--- src/biquad_pkg.sv ---
// Shared codes, constants and control types for the cascaded biquad filter.
package biquad_pkg;

    // Item kinds carried on the input tuser
    localparam int          OP_W      = 2;
    localparam logic [1:0]  OP_SAMPLE = 2'd0;
    localparam logic [1:0]  OP_COEF   = 2'd1;
    localparam logic [1:0]  OP_CLEAR  = 2'd2;

    // Fixed field widths of the input item
    localparam int SECT_FIELD_W = 3;
    localparam int SLOT_FIELD_W = 3;
    localparam int COUNT_W      = 4;

    // Coefficient slots per section, and their term order in the MAC sequence
    localparam int          SLOTS     = 5;
    localparam logic [2:0]  TERM_GAIN = 3'd0;
    localparam logic [2:0]  TERM_IN1  = 3'd1;
    localparam logic [2:0]  TERM_IN2  = 3'd2;
    localparam logic [2:0]  TERM_OUT1 = 3'd3;
    localparam logic [2:0]  TERM_OUT2 = 3'd4;

    // Register map indexes (byte address is 4 times the index)
    localparam logic REG_ENABLE = 1'b0;
    localparam logic REG_COUNT  = 1'b1;

    // Controller to datapath commands
    typedef struct packed {
        logic       load_x;        // latch the incoming sample (or zero when disabled)
        logic       coef_wr;       // write one coefficient word
        logic       hist_clr;      // clear all history entries
        logic       issue;         // issue one MAC term
        logic [2:0] term;          // which term is issued
        logic       acc_clr;       // clear the accumulator
        logic       round_en;      // round and clamp the accumulator into y
        logic       wr_y;          // store y into history and pass it on as x
        logic       phase_toggle;  // flip the history phase
        logic       out_load;      // move the result into the output register
    } cmd_t;

    // Datapath to controller status
    typedef struct packed {
        logic out_free;            // output register can take a result this cycle
        logic phase;               // current history phase
    } status_t;

endpackage

--- src/biquad_ctrl.sv ---
// Sequencer for the cascaded biquad filter: decodes items and steps the sections.
module biquad_ctrl #(
    parameter int MAX_SECTIONS = 8,
    parameter int SEC_W        = 3
) (
    input  logic                         aclk,
    input  logic                         aresetn,
    input  logic                         in_valid,
    output logic                         in_ready,
    input  logic [biquad_pkg::OP_W-1:0]  op,
    input  logic                         cfg_enable,
    input  logic [biquad_pkg::COUNT_W-1:0] cfg_count,
    input  biquad_pkg::status_t          status,
    output biquad_pkg::cmd_t             cmd,
    output logic [SEC_W-1:0]             sec_idx
);
    import biquad_pkg::*;

    localparam int CNT_W = $clog2(MAX_SECTIONS + 1);
    localparam int CW    = (CNT_W > COUNT_W) ? CNT_W : COUNT_W;
    localparam logic [2:0] DRAIN_LAST = 3'd1;

    typedef enum logic [5:0] {
        ST_IDLE   = 6'b000001,
        ST_ISSUE  = 6'b000010,
        ST_DRAIN  = 6'b000100,
        ST_ROUND  = 6'b001000,
        ST_WRITE  = 6'b010000,
        ST_FINISH = 6'b100000
    } state_t;

    state_t            state_reg, state_next;
    logic [2:0]        step_reg, step_next;
    logic [SEC_W-1:0]  sec_reg, sec_next;
    logic [SEC_W-1:0]  last_reg, last_next;

    logic [CW-1:0]     cnt_ext;
    logic [CW-1:0]     n_eff;
    logic              accept;

    // Active section count, saturated to the build size
    assign cnt_ext = CW'(cfg_count);
    assign n_eff   = (cnt_ext > CW'(MAX_SECTIONS)) ? CW'(MAX_SECTIONS) : cnt_ext;

    assign in_ready = (state_reg == ST_IDLE);
    assign accept   = in_valid && in_ready;
    assign sec_idx  = sec_reg;

    // Next state and command decode
    always_comb begin
        state_next = state_reg;
        step_next  = step_reg;
        sec_next   = sec_reg;
        last_next  = last_reg;
        cmd        = '0;
        unique case (state_reg)
            ST_IDLE: begin
                if (accept) begin
                    priority if (op == OP_SAMPLE) begin
                        cmd.load_x = 1'b1;
                        if (!cfg_enable || (n_eff == '0)) begin
                            // no sections run: pass-through or zero
                            cmd.phase_toggle = cfg_enable;
                            state_next       = ST_FINISH;
                        end else begin
                            step_next  = '0;
                            sec_next   = '0;
                            last_next  = SEC_W'(n_eff - CW'(1));
                            state_next = ST_ISSUE;
                        end
                    end else if (op == OP_COEF) begin
                        cmd.coef_wr = 1'b1;
                    end else if (op == OP_CLEAR) begin
                        cmd.hist_clr = 1'b1;
                    end else begin
                        // unused kind: dropped
                    end
                end
            end
            ST_ISSUE: begin
                cmd.issue   = 1'b1;
                cmd.term    = step_reg;
                cmd.acc_clr = (step_reg == TERM_GAIN);
                if (step_reg == TERM_OUT2) begin
                    step_next  = '0;
                    state_next = ST_DRAIN;
                end else begin
                    step_next = step_reg + 3'd1;
                end
            end
            ST_DRAIN: begin
                if (step_reg == DRAIN_LAST) begin
                    state_next = ST_ROUND;
                end else begin
                    step_next = step_reg + 3'd1;
                end
            end
            ST_ROUND: begin
                cmd.round_en = 1'b1;
                state_next   = ST_WRITE;
            end
            ST_WRITE: begin
                cmd.wr_y = 1'b1;
                if (sec_reg == last_reg) begin
                    cmd.phase_toggle = 1'b1;
                    state_next       = ST_FINISH;
                end else begin
                    sec_next   = sec_reg + SEC_W'(1);
                    step_next  = '0;
                    state_next = ST_ISSUE;
                end
            end
            ST_FINISH: begin
                if (status.out_free) begin
                    cmd.out_load = 1'b1;
                    state_next   = ST_IDLE;
                end
            end
            default: begin
                state_next = ST_IDLE;
            end
        endcase
    end

    // State registers
    always_ff @(posedge aclk) begin
        if (!aresetn) begin
            state_reg <= ST_IDLE;
            step_reg  <= '0;
            sec_reg   <= '0;
            last_reg  <= '0;
        end else begin
            state_reg <= state_next;
            step_reg  <= step_next;
            sec_reg   <= sec_next;
            last_reg  <= last_next;
        end
    end

endmodule

--- src/biquad_dpath.sv ---
// Datapath for the cascaded biquad filter: stores, shared MAC, rounding and output register.
module biquad_dpath #(
    parameter int MAX_SECTIONS = 8,
    parameter int SAMPLE_BITS  = 16,
    parameter int COEF_BITS    = 18,
    parameter int SEC_W        = 3
) (
    input  logic                               aclk,
    input  logic                               aresetn,
    input  biquad_pkg::cmd_t                   cmd,
    input  logic [SEC_W-1:0]                   sec_idx,
    input  logic                               filter_en,
    input  logic [SAMPLE_BITS-1:0]             sample_in,
    input  logic [biquad_pkg::SECT_FIELD_W-1:0] coef_section,
    input  logic [biquad_pkg::SLOT_FIELD_W-1:0] coef_slot,
    input  logic [COEF_BITS-1:0]               coef_value,
    input  logic                               out_ready,
    output logic                               out_valid,
    output logic [SAMPLE_BITS-1:0]             sample_out,
    output biquad_pkg::status_t                status
);
    import biquad_pkg::*;

    localparam int COEF_DEPTH = MAX_SECTIONS * SLOTS;
    localparam int COEF_AW    = $clog2(COEF_DEPTH);
    localparam int HIST_DEPTH = (MAX_SECTIONS + 1) * 2;
    localparam int HIST_AW    = $clog2(HIST_DEPTH);
    localparam int COEF_FRAC  = COEF_BITS - 4;
    localparam int PROD_W     = SAMPLE_BITS + COEF_BITS;
    localparam int ACC_W      = (PROD_W + 3 > 64) ? 64 : PROD_W + 3;

    localparam longint SMAX_L = (longint'(1) <<< (SAMPLE_BITS - 1)) - longint'(1);
    localparam longint SMIN_L = -SMAX_L - longint'(1);
    localparam logic signed [ACC_W-1:0] SMAX = ACC_W'(SMAX_L);
    localparam logic signed [ACC_W-1:0] SMIN = ACC_W'(SMIN_L);
    localparam logic signed [ACC_W-1:0] HALF = ACC_W'(longint'(1) <<< (COEF_FRAC - 1));

    // Stores
    logic [COEF_BITS-1:0]   coef_mem [COEF_DEPTH];
    logic [SAMPLE_BITS-1:0] hist_mem [HIST_DEPTH];
    logic [HIST_DEPTH-1:0]  hist_vld_reg;

    // Sample path registers
    logic signed [SAMPLE_BITS-1:0] x_reg;
    logic signed [SAMPLE_BITS-1:0] y_reg;
    logic                          phase_reg;

    // MAC pipeline
    logic                          s1_valid_reg;
    logic                          s1_x_reg;
    logic signed [COEF_BITS-1:0]   coef_q_reg;
    logic [SAMPLE_BITS-1:0]        hist_q_reg;
    logic                          hist_v_q_reg;
    logic                          s2_valid_reg;
    logic signed [PROD_W-1:0]      prod_reg;
    logic signed [ACC_W-1:0]       acc_reg;

    logic                          out_valid_reg;
    logic [SAMPLE_BITS-1:0]        out_data_reg;

    logic                          coef_in_range;
    logic [COEF_AW-1:0]            coef_waddr;
    logic [COEF_AW-1:0]            coef_raddr;
    logic [1:0]                    hist_roff;
    logic [HIST_AW-1:0]            hist_base;
    logic [HIST_AW-1:0]            hist_raddr;
    logic                          wr_x;
    logic                          hist_we;
    logic [HIST_AW-1:0]            hist_waddr;
    logic [SAMPLE_BITS-1:0]        hist_wdata;
    logic signed [SAMPLE_BITS-1:0] mul_a;
    logic signed [PROD_W-1:0]      mul_p;
    logic signed [ACC_W-1:0]       rnd;
    logic signed [ACC_W-1:0]       shifted;
    logic signed [ACC_W-1:0]       clamped;

    // Coefficient write address; out-of-range section or slot is dropped
    assign coef_in_range = (int'(coef_section) < MAX_SECTIONS) && (int'(coef_slot) < SLOTS);
    assign coef_waddr    = COEF_AW'(coef_section) * COEF_AW'(SLOTS) + COEF_AW'(coef_slot);
    assign coef_raddr    = COEF_AW'(sec_idx) * COEF_AW'(SLOTS) + COEF_AW'(cmd.term);

    // History offset inside the section's window: {output pair, entry}
    always_comb begin
        unique case (cmd.term)
            TERM_IN1:  hist_roff = {1'b0, phase_reg};
            TERM_IN2:  hist_roff = {1'b0, ~phase_reg};
            TERM_OUT1: hist_roff = {1'b1, phase_reg};
            TERM_OUT2: hist_roff = {1'b1, ~phase_reg};
            default:   hist_roff = 2'b00;
        endcase
    end

    assign hist_base  = HIST_AW'({sec_idx, 1'b0});
    assign hist_raddr = hist_base + HIST_AW'(hist_roff);

    // Input lag2 entry takes x once its old value has been read; output lag2 takes y
    assign wr_x       = cmd.issue && (cmd.term == TERM_OUT2);
    assign hist_we    = wr_x || cmd.wr_y;
    assign hist_waddr = wr_x ? (hist_base + HIST_AW'({1'b0, ~phase_reg}))
                             : (hist_base + HIST_AW'({1'b1, ~phase_reg}));
    assign hist_wdata = wr_x ? x_reg : y_reg;

    // Coefficient memory
    always_ff @(posedge aclk) begin
        if (cmd.coef_wr && coef_in_range) begin
            coef_mem[coef_waddr] <= coef_value;
        end
        if (cmd.issue) begin
            coef_q_reg <= coef_mem[coef_raddr];
        end
    end

    // History memory
    always_ff @(posedge aclk) begin
        if (hist_we) begin
            hist_mem[hist_waddr] <= hist_wdata;
        end
        if (cmd.issue) begin
            hist_q_reg <= hist_mem[hist_raddr];
        end
    end

    // History valid bits: an entry not written since clear reads as zero
    always_ff @(posedge aclk) begin
        if (!aresetn) begin
            hist_vld_reg <= '0;
            hist_v_q_reg <= 1'b0;
        end else begin
            if (cmd.hist_clr) begin
                hist_vld_reg <= '0;
            end else if (hist_we) begin
                hist_vld_reg[hist_waddr] <= 1'b1;
            end
            if (cmd.issue) begin
                hist_v_q_reg <= hist_vld_reg[hist_raddr];
            end
        end
    end

    // Multiply stage
    assign mul_a = s1_x_reg ? x_reg : (hist_v_q_reg ? $signed(hist_q_reg) : '0);
    assign mul_p = mul_a * coef_q_reg;

    always_ff @(posedge aclk) begin
        if (!aresetn) begin
            s1_valid_reg <= 1'b0;
            s2_valid_reg <= 1'b0;
        end else begin
            s1_valid_reg <= cmd.issue;
            s2_valid_reg <= s1_valid_reg;
        end
    end

    always_ff @(posedge aclk) begin
        s1_x_reg <= (cmd.term == TERM_GAIN);
        prod_reg <= mul_p;
        if (cmd.acc_clr) begin
            acc_reg <= '0;
        end else if (s2_valid_reg) begin
            acc_reg <= acc_reg + ACC_W'(prod_reg);
        end
    end

    // Round half up at coefficient scale, floor shift, clamp to the sample range
    assign rnd     = acc_reg + HALF;
    assign shifted = rnd >>> COEF_FRAC;
    assign clamped = (shifted > SMAX) ? SMAX : ((shifted < SMIN) ? SMIN : shifted);

    always_ff @(posedge aclk) begin
        if (cmd.round_en) begin
            y_reg <= clamped[SAMPLE_BITS-1:0];
        end
        if (cmd.load_x) begin
            x_reg <= filter_en ? $signed(sample_in) : '0;
        end else if (cmd.wr_y) begin
            x_reg <= y_reg;
        end
    end

    // History phase
    always_ff @(posedge aclk) begin
        if (!aresetn) begin
            phase_reg <= 1'b0;
        end else if (cmd.phase_toggle) begin
            phase_reg <= ~phase_reg;
        end
    end

    // Output register
    always_ff @(posedge aclk) begin
        if (!aresetn) begin
            out_valid_reg <= 1'b0;
        end else if (cmd.out_load) begin
            out_valid_reg <= 1'b1;
        end else if (out_ready) begin
            out_valid_reg <= 1'b0;
        end
    end

    always_ff @(posedge aclk) begin
        if (cmd.out_load) begin
            out_data_reg <= x_reg;
        end
    end

    assign out_valid       = out_valid_reg;
    assign sample_out      = out_data_reg;
    assign status.out_free = !out_valid_reg || out_ready;
    assign status.phase    = phase_reg;

endmodule

--- src/cascaded_biquad_iir_filter_core.sv ---
// Top level of the cascaded biquad IIR filter: stream ports, register port, control and datapath.
//
//  channel   dir  handshake            payload
//  s_        in   s_tvalid/s_tready    s_tuser: op; s_tdata: sample_in, coef_section,
//                                      coef_slot, coef_value
//  m_        out  m_tvalid/m_tready    m_tdata: sample_out
//  APB       in   psel/penable/pready  reg 0 filter_enabled, reg 1 section_count
//
// Coefficient write, history clear and unused kinds are handled in the idle state.
// A sample skips the sections when the filter is disabled or no section is active, else
// it runs the n active sections in turn: one shared multiplier and one history read port
// give per section the issue of the five MAC terms, a pipeline drain, a round and a write-back.
// Reset clears control, the registers, the history phase and the history valid bits
// (history reads as zero at once); coefficients are undefined until written.
// A result waits in the output register while the next item is taken; a following
// sample then holds in its final cycle until the earlier result is transferred.
module cascaded_biquad_iir_filter_core #(
    parameter int MAX_SECTIONS = 8,
    parameter int SAMPLE_BITS  = 16,
    parameter int COEF_BITS    = 18
) (
    input  logic                                    aclk,
    input  logic                                    aresetn,
    // input stream
    input  logic                                    s_tvalid,
    output logic                                    s_tready,
    input  logic [((SAMPLE_BITS + biquad_pkg::SECT_FIELD_W + biquad_pkg::SLOT_FIELD_W
                   + COEF_BITS + 7) / 8) * 8 - 1:0] s_tdata,  // sample_in, coef_section,
                                                              // coef_slot, coef_value, zero fill
    input  logic [biquad_pkg::OP_W-1:0]             s_tuser,  // op
    // result stream
    output logic                                    m_tvalid,
    input  logic                                    m_tready,
    output logic [((SAMPLE_BITS + 7) / 8) * 8 - 1:0] m_tdata, // sample_out, zero fill
    // register port
    input  logic                                    psel,
    input  logic                                    penable,
    input  logic                                    pwrite,
    input  logic [2:0]                              paddr,
    input  logic [31:0]                             pwdata,
    output logic [31:0]                             prdata,
    output logic                                    pready
);
    import biquad_pkg::*;

    localparam int SEC_W     = (MAX_SECTIONS > 1) ? $clog2(MAX_SECTIONS) : 1;
    localparam int M_TDATA_W = ((SAMPLE_BITS + 7) / 8) * 8;
    localparam int SECT_LO   = SAMPLE_BITS;
    localparam int SLOT_LO   = SECT_LO + SECT_FIELD_W;
    localparam int COEF_LO   = SLOT_LO + SLOT_FIELD_W;

    logic               en_reg;
    logic [COUNT_W-1:0] count_reg;
    logic               cfg_wr;

    cmd_t               cmd;
    status_t            dp_status;
    logic [SEC_W-1:0]   sec_idx;
    logic [SAMPLE_BITS-1:0] dp_sample_out;

    // Register port: writes complete in the access phase
    assign pready = 1'b1;
    assign cfg_wr = psel && penable && pwrite && pready;

    always_ff @(posedge aclk) begin
        if (!aresetn) begin
            en_reg    <= 1'b0;
            count_reg <= '0;
        end else if (cfg_wr) begin
            unique case (paddr[2])
                REG_ENABLE: en_reg    <= pwdata[0];
                REG_COUNT:  count_reg <= pwdata[COUNT_W-1:0];
                default:    ;
            endcase
        end
    end

    assign prdata = (paddr[2] == REG_COUNT) ? 32'(count_reg) : 32'(en_reg);

    biquad_ctrl #(
        .MAX_SECTIONS (MAX_SECTIONS),
        .SEC_W        (SEC_W)
    ) u_ctrl (
        .aclk       (aclk),
        .aresetn    (aresetn),
        .in_valid   (s_tvalid),
        .in_ready   (s_tready),
        .op         (s_tuser),
        .cfg_enable (en_reg),
        .cfg_count  (count_reg),
        .status     (dp_status),
        .cmd        (cmd),
        .sec_idx    (sec_idx)
    );

    biquad_dpath #(
        .MAX_SECTIONS (MAX_SECTIONS),
        .SAMPLE_BITS  (SAMPLE_BITS),
        .COEF_BITS    (COEF_BITS),
        .SEC_W        (SEC_W)
    ) u_dpath (
        .aclk         (aclk),
        .aresetn      (aresetn),
        .cmd          (cmd),
        .sec_idx      (sec_idx),
        .filter_en    (en_reg),
        .sample_in    (s_tdata[SAMPLE_BITS-1:0]),
        .coef_section (s_tdata[SLOT_LO-1:SECT_LO]),
        .coef_slot    (s_tdata[COEF_LO-1:SLOT_LO]),
        .coef_value   (s_tdata[COEF_LO+COEF_BITS-1:COEF_LO]),
        .out_ready    (m_tready),
        .out_valid    (m_tvalid),
        .sample_out   (dp_sample_out),
        .status       (dp_status)
    );

    assign m_tdata = M_TDATA_W'(dp_sample_out);

    // A result is never loaded over one that has not been transferred
    a_out_no_overwrite: assert property (@(posedge aclk) disable iff (!aresetn)
        cmd.out_load |-> (!m_tvalid || m_tready))
        else $error("result loaded while output register still holds one");

    // A sample keeps the input side closed until its result is produced
    a_sample_busy: assert property (@(posedge aclk) disable iff (!aresetn)
        (s_tvalid && s_tready && (s_tuser == OP_SAMPLE)) |=> !s_tready)
        else $error("input accepted while a sample is in progress");

    // The history phase moves only on a finished sample while the filter is enabled
    a_phase_toggle: assert property (@(posedge aclk) disable iff (!aresetn)
        (dp_status.phase != $past(dp_status.phase)) |-> $past(cmd.phase_toggle))
        else $error("history phase changed without a finished sample");

endmodule
--- config.mk ---
export PLATFORM = sky130hd
export DESIGN_NAME = cascaded_biquad_iir_filter_core
export DESIGN_NICKNAME = d
export VERILOG_FILES = /design/src/biquad_pkg.sv /design/src/biquad_ctrl.sv /design/src/biquad_dpath.sv /design/src/cascaded_biquad_iir_filter_core.sv
export SDC_FILE = /design/constraint.sdc
export NUM_CORES = 2
export LEC_CHECK = 0
export BUFFER_PORTS_ARGS = -buffer_cell sky130_fd_sc_hd__buf_2
export CORE_ASPECT_RATIO = 0.8
export CORE_MARGIN = 2
export CORE_UTILIZATION = 45
export CTS_BUF_LIST = sky130_fd_sc_hd__clkbuf_8 sky130_fd_sc_hd__clkbuf_16
export DETAILED_ROUTE_END_ITERATION = 7
export PLACE_DENSITY_LB_ADDON = 0.25
export SKIP_LAST_GASP = 1
export SYNTH_ARGS = -nofsm -noshare
export SYNTH_HDL_FRONTEND = slang
export SYNTH_SLANG_ARGS = --single-unit
export TNS_END_PERCENT = 1
--- constraint.sdc ---
create_clock -name aclk -period 15.37 [get_ports aclk]
set_clock_uncertainty 0.05 [all_clocks]
set_input_delay 3.074 -clock aclk [delete_from_list [all_inputs] [get_ports aclk]]
set_output_delay 3.074 -clock aclk [all_outputs]
set_load 0.01 [all_outputs]
==> results.json <==
{
  "synthArstFlopShare_pct": 0,
  "setup_ws_ns": 7.52,
  "grt_pass1_wl_mm": 203,
  "p_leak_nw": 23.9,
  "post-route-min-period_ns": 7.85,
  "clock_sinks": 1205,
  "synth_cell_types": 76,
  "path_delay_family": "adder cells",
  "drive_gt1_share_pct": 18.3,
  "endpoint_kind": "register",
  "drc": 0,
  "std_cell_rows": 119,
  "ctsHoldBuffers": 0,
  "pre_cts_ws_ns": 7.68,
  "yosys_warnings": 0,
  "cp_max_fo": 18,
  "path_clk_slew_ns": 0.07,
  "initialDrtViolationCount": 2834,
  "dp_hpwl_mm": 85.9,
  "largest_reg_flops": 720,
  "clkPwrFrac_pct": 25.6,
  "worst-setup-path-type": "reg2reg",
  "busiest_layer": "met2",
  "ys_ff_latch": 1205,
  "intPower_mw": 7.35,
  "grtUsageMet1_pct": 29.9,
  "maxCapViolCount": 0,
  "combPwrFrac_pct": 40.5,
  "routed_wl_mm": 132,
  "cts.htree.levels": 3,
  "critPathBufInv": 4,
  "syn_inst": 3857,
  "dieHeight_um": 329,
  "grt_util_met3_pct": 3.58,
  "vias": 32000,
  "viasPerCell": 5.48,
  "clk_latency_ns": 0.75,
  "gr-usage-met2_pct": 30.4,
  "seq_area_frac_synth_pct": 58.8,
  "tns_ns": 0,
  "clockRootBuffer": "clkbuf_16",
  "cp_common_cell": "fa_1",
  "power.switching_mw": 3.87,
  "r2r_start": "u_dpath.s1_x_reg$_DFF_P_",
  "cts_setup_buffers": 0,
  "status": "finished, final reports clean",
  "fp.coreArea_mm2": 0.131,
  "grt_max_degree": 141,
  "worstMarginPinSlew_ns": 1.08,
  "netlist_area_mm2": 0.0596,
  "dr.pass1.iters": 6,
  "clockBufferDepth": 3,
  "ir_worst_vdd_mv": 0.337,
  "gp_congestion": 0.814,
  "synth_ff_type": "edfxtp_1",
  "critPathMaxStageDelay_ns": 0.80,
  "p_seq_share_pct": 34.0,
  "cts_buffers": 120,
  "port_buffers": 75,
  "crit_slowest_cell": "a22o_1",
  "finalHoldViolCount": 0,
  "setup_violations": 0,
  "worstHoldPathType": "reg2reg",
  "grt_usage_pct": 19.9,
  "synth_edf_count": 1090,
  "cts_resized": 0,
  "boundaryPins": 135,
  "max_clock_freq_ghz": 0.127,
  "p_sw_share_pct": 34.5,
  "reg2reg_slack_ns": 7.52,
  "rsz0062_at_grt": "false",
  "r2r_cells": 24,
  "crit_required_ns": 15.94,
  "die-width_um": 411,
  "worst_r2r_endpoint": "u_dpath.prod_reg[33]$_DFF_P_",
  "grt_overflow": 0,
  "wl_per_cell_um": 22.6,
  "pwr_density_cell_mw_per_mm2": 169,
  "arrival_ns": 8.42,
  "slew_headroom_pct": 28.2,
  "path_cells": "nor2b_1 > buf_4 > a22o_1 > nand2_1 > fa_1 > fa_1 > fa_1 > inv_1 > fa_1 > fa_1 > inv_1 > fa_1 > inv_1 > ha_1 > a21o_1 > a21o_1 > a21oi_1 > o21ai_1 > and3b_1 > o311ai_1 > a31oi_1 > a21o_1 > a21oi_1 > xnor2_1",
  "avgSynthCellArea_um2": 15.5,
  "fin_util_pct": 50.4,
  "min_from": "u_dpath.x_reg[1]$_DFFE_PP_",
  "nets": 4507,
  "antenna_found_initial": 7,
  "first_global_vias": 32700,
  "die_area_mm2": 0.135,
  "post-route-period-util_pct": 51.1,
  "power_mw": 11.2,
  "initial_core_util_pct": 45.3,
  "maxSlewViolCount": 0,
  "area_delta_synth_final_pct": 11.2,
  "ant_nets": 0,
  "crit_path_start_kind": "register",
  "tritoncts": "yes",
  "hold_path_depth": 0,
  "whs_endpoint": "u_dpath.sample_out[1]$_DFFE_PP_"
}
-- routing by layer --
layer	vias to the layer above	wire length, um
li1	14300	-
met1	16600	61400
met2	871	59900
met4	8	2510
met5	-	52
met3	157	8270
-- how the worst max path moves through the flow --
stage                                        start                           end  slack [ns]  depth (start not counted)
after floorplan           u_dpath.s1_x_reg$_DFF_P_  u_dpath.prod_reg[33]$_DFF_P_        8.42                         26
after global placement    u_dpath.s1_x_reg$_DFF_P_  u_dpath.prod_reg[33]$_DFF_P_        7.70                         24
after detailed placement  u_dpath.s1_x_reg$_DFF_P_  u_dpath.prod_reg[33]$_DFF_P_        7.68                         24
after CTS                 u_dpath.s1_x_reg$_DFF_P_  u_dpath.prod_reg[33]$_DFF_P_        7.57                         24
after global routing      u_dpath.s1_x_reg$_DFF_P_  u_dpath.prod_reg[33]$_DFF_P_        7.10                         24
final                     u_dpath.s1_x_reg$_DFF_P_  u_dpath.prod_reg[33]$_DFF_P_        7.52                         24
-- worst register-to-register path: stages (launching register included) --
cell	delay (ns)
dfxtp_1	0.55
nor2b_1	0.20
buf_4	0.24
a22o_1	0.80
nand2_1	0.22
fa_1	0.54
fa_1	0.51
fa_1	0.51
inv_1	0.05
fa_1	0.51
fa_1	0.50
inv_1	0.05
fa_1	0.48
inv_1	0.04
ha_1	0.35
a21o_1	0.21
a21o_1	0.16
a21oi_1	0.13
o21ai_1	0.12
and3b_1	0.28
o311ai_1	0.47
a31oi_1	0.24
a21o_1	0.22
a21oi_1	0.16
xnor2_1	0.13
-- power by group through the flow --
stage | sequential, mW | clock, mW | combinational [mW]
2_1_floorplan | 3.84 | 0 | 3.63
3_3_place_gp | 3.88 | 0 | 4.53
3_5_place_dp | 3.88 | 0 | 4.55
4_1_cts | 3.81 | 2.93 | 4.60
5_1_grt | 3.82 | 3.06 | 5.27
6_report | 3.81 | 2.87 | 4.54
-- per-stage QoR --
stage	instance area, um2	hold slack (ns)	instances
3_5_place_dp	62400	0.392	5614
6_report	66300	0.377	5837
3_3_place_gp	62400	0.380	5614
5_1_grt	66300	0.385	5837
2_1_floorplan	59700	0.362	3884
4_1_cts	66300	0.369	5836
-- cell type report --
cell class                      instances  area, um2
Sequential cell                      1205      35000
Clock buffer                          124       3080
Timing Repair Buffer                  161       1030
Fill cell                           10900      65200
Multi-Input combinational cell       2120      22700
Antenna cell                            1       2.50
Inverter                              374       1410
Tap cell                             1754       2190
Clock inverter                         98        825
-- placed cells by master, fill, tap and decap left out, types with 28 or more instances in the layout --
master / n
nor2b_1: 70
clkbuf_16: 122
conb_1: 29
nor2_1: 109
edfxtp_1: 1090
o21a_1: 28
a21o_1: 35
fa_1: 292
clkinv_1: 28
dfxtp_1: 114
and2_1: 105
buf_2: 75
o21ai_0: 90
nand3_1: 37
mux4_2: 300
buf_4: 85
mux2i_1: 62
xnor2_1: 65
a21oi_1: 90
nor2_2: 50
ha_1: 145
nand2_1: 318
inv_1: 390
-- kinds of logic after synthesis --
kind of cell	after synthesis	synth area share, %
flops	1205	58.8
xor+xnor	92	1.36
other cells	2	0.0126
simple gates	809	6.44
compound gates	364	3.83
buf+inv	559	3.80
mux	385	12.8
fa+ha+maj	441	13.0
-- synth_stat cells, types with 25 or more instances --
cell      number  share of area [%]
nand2_1      318                2.0
o21a_1        28               0.35
a21o_1        35               0.44
mux4_2       300                 11
mux2i_1       62                1.0
inv_1        371                2.3
nor2_1       165                1.0
nand3_1       37               0.31
dfxtp_1      115                3.9
buf_4         29               0.37
clkbuf_1     126               0.79
a21oi_1       91               0.76
xnor2_1       66               0.97
and2_1       105                1.1
xor2_1        25               0.37
nor2b_1       70               0.73
edfxtp_1    1090                 55
fa_1         293                9.8
ha_1         148                3.1
o21ai_0       90               0.76
(Power assumes the default switching activity.)
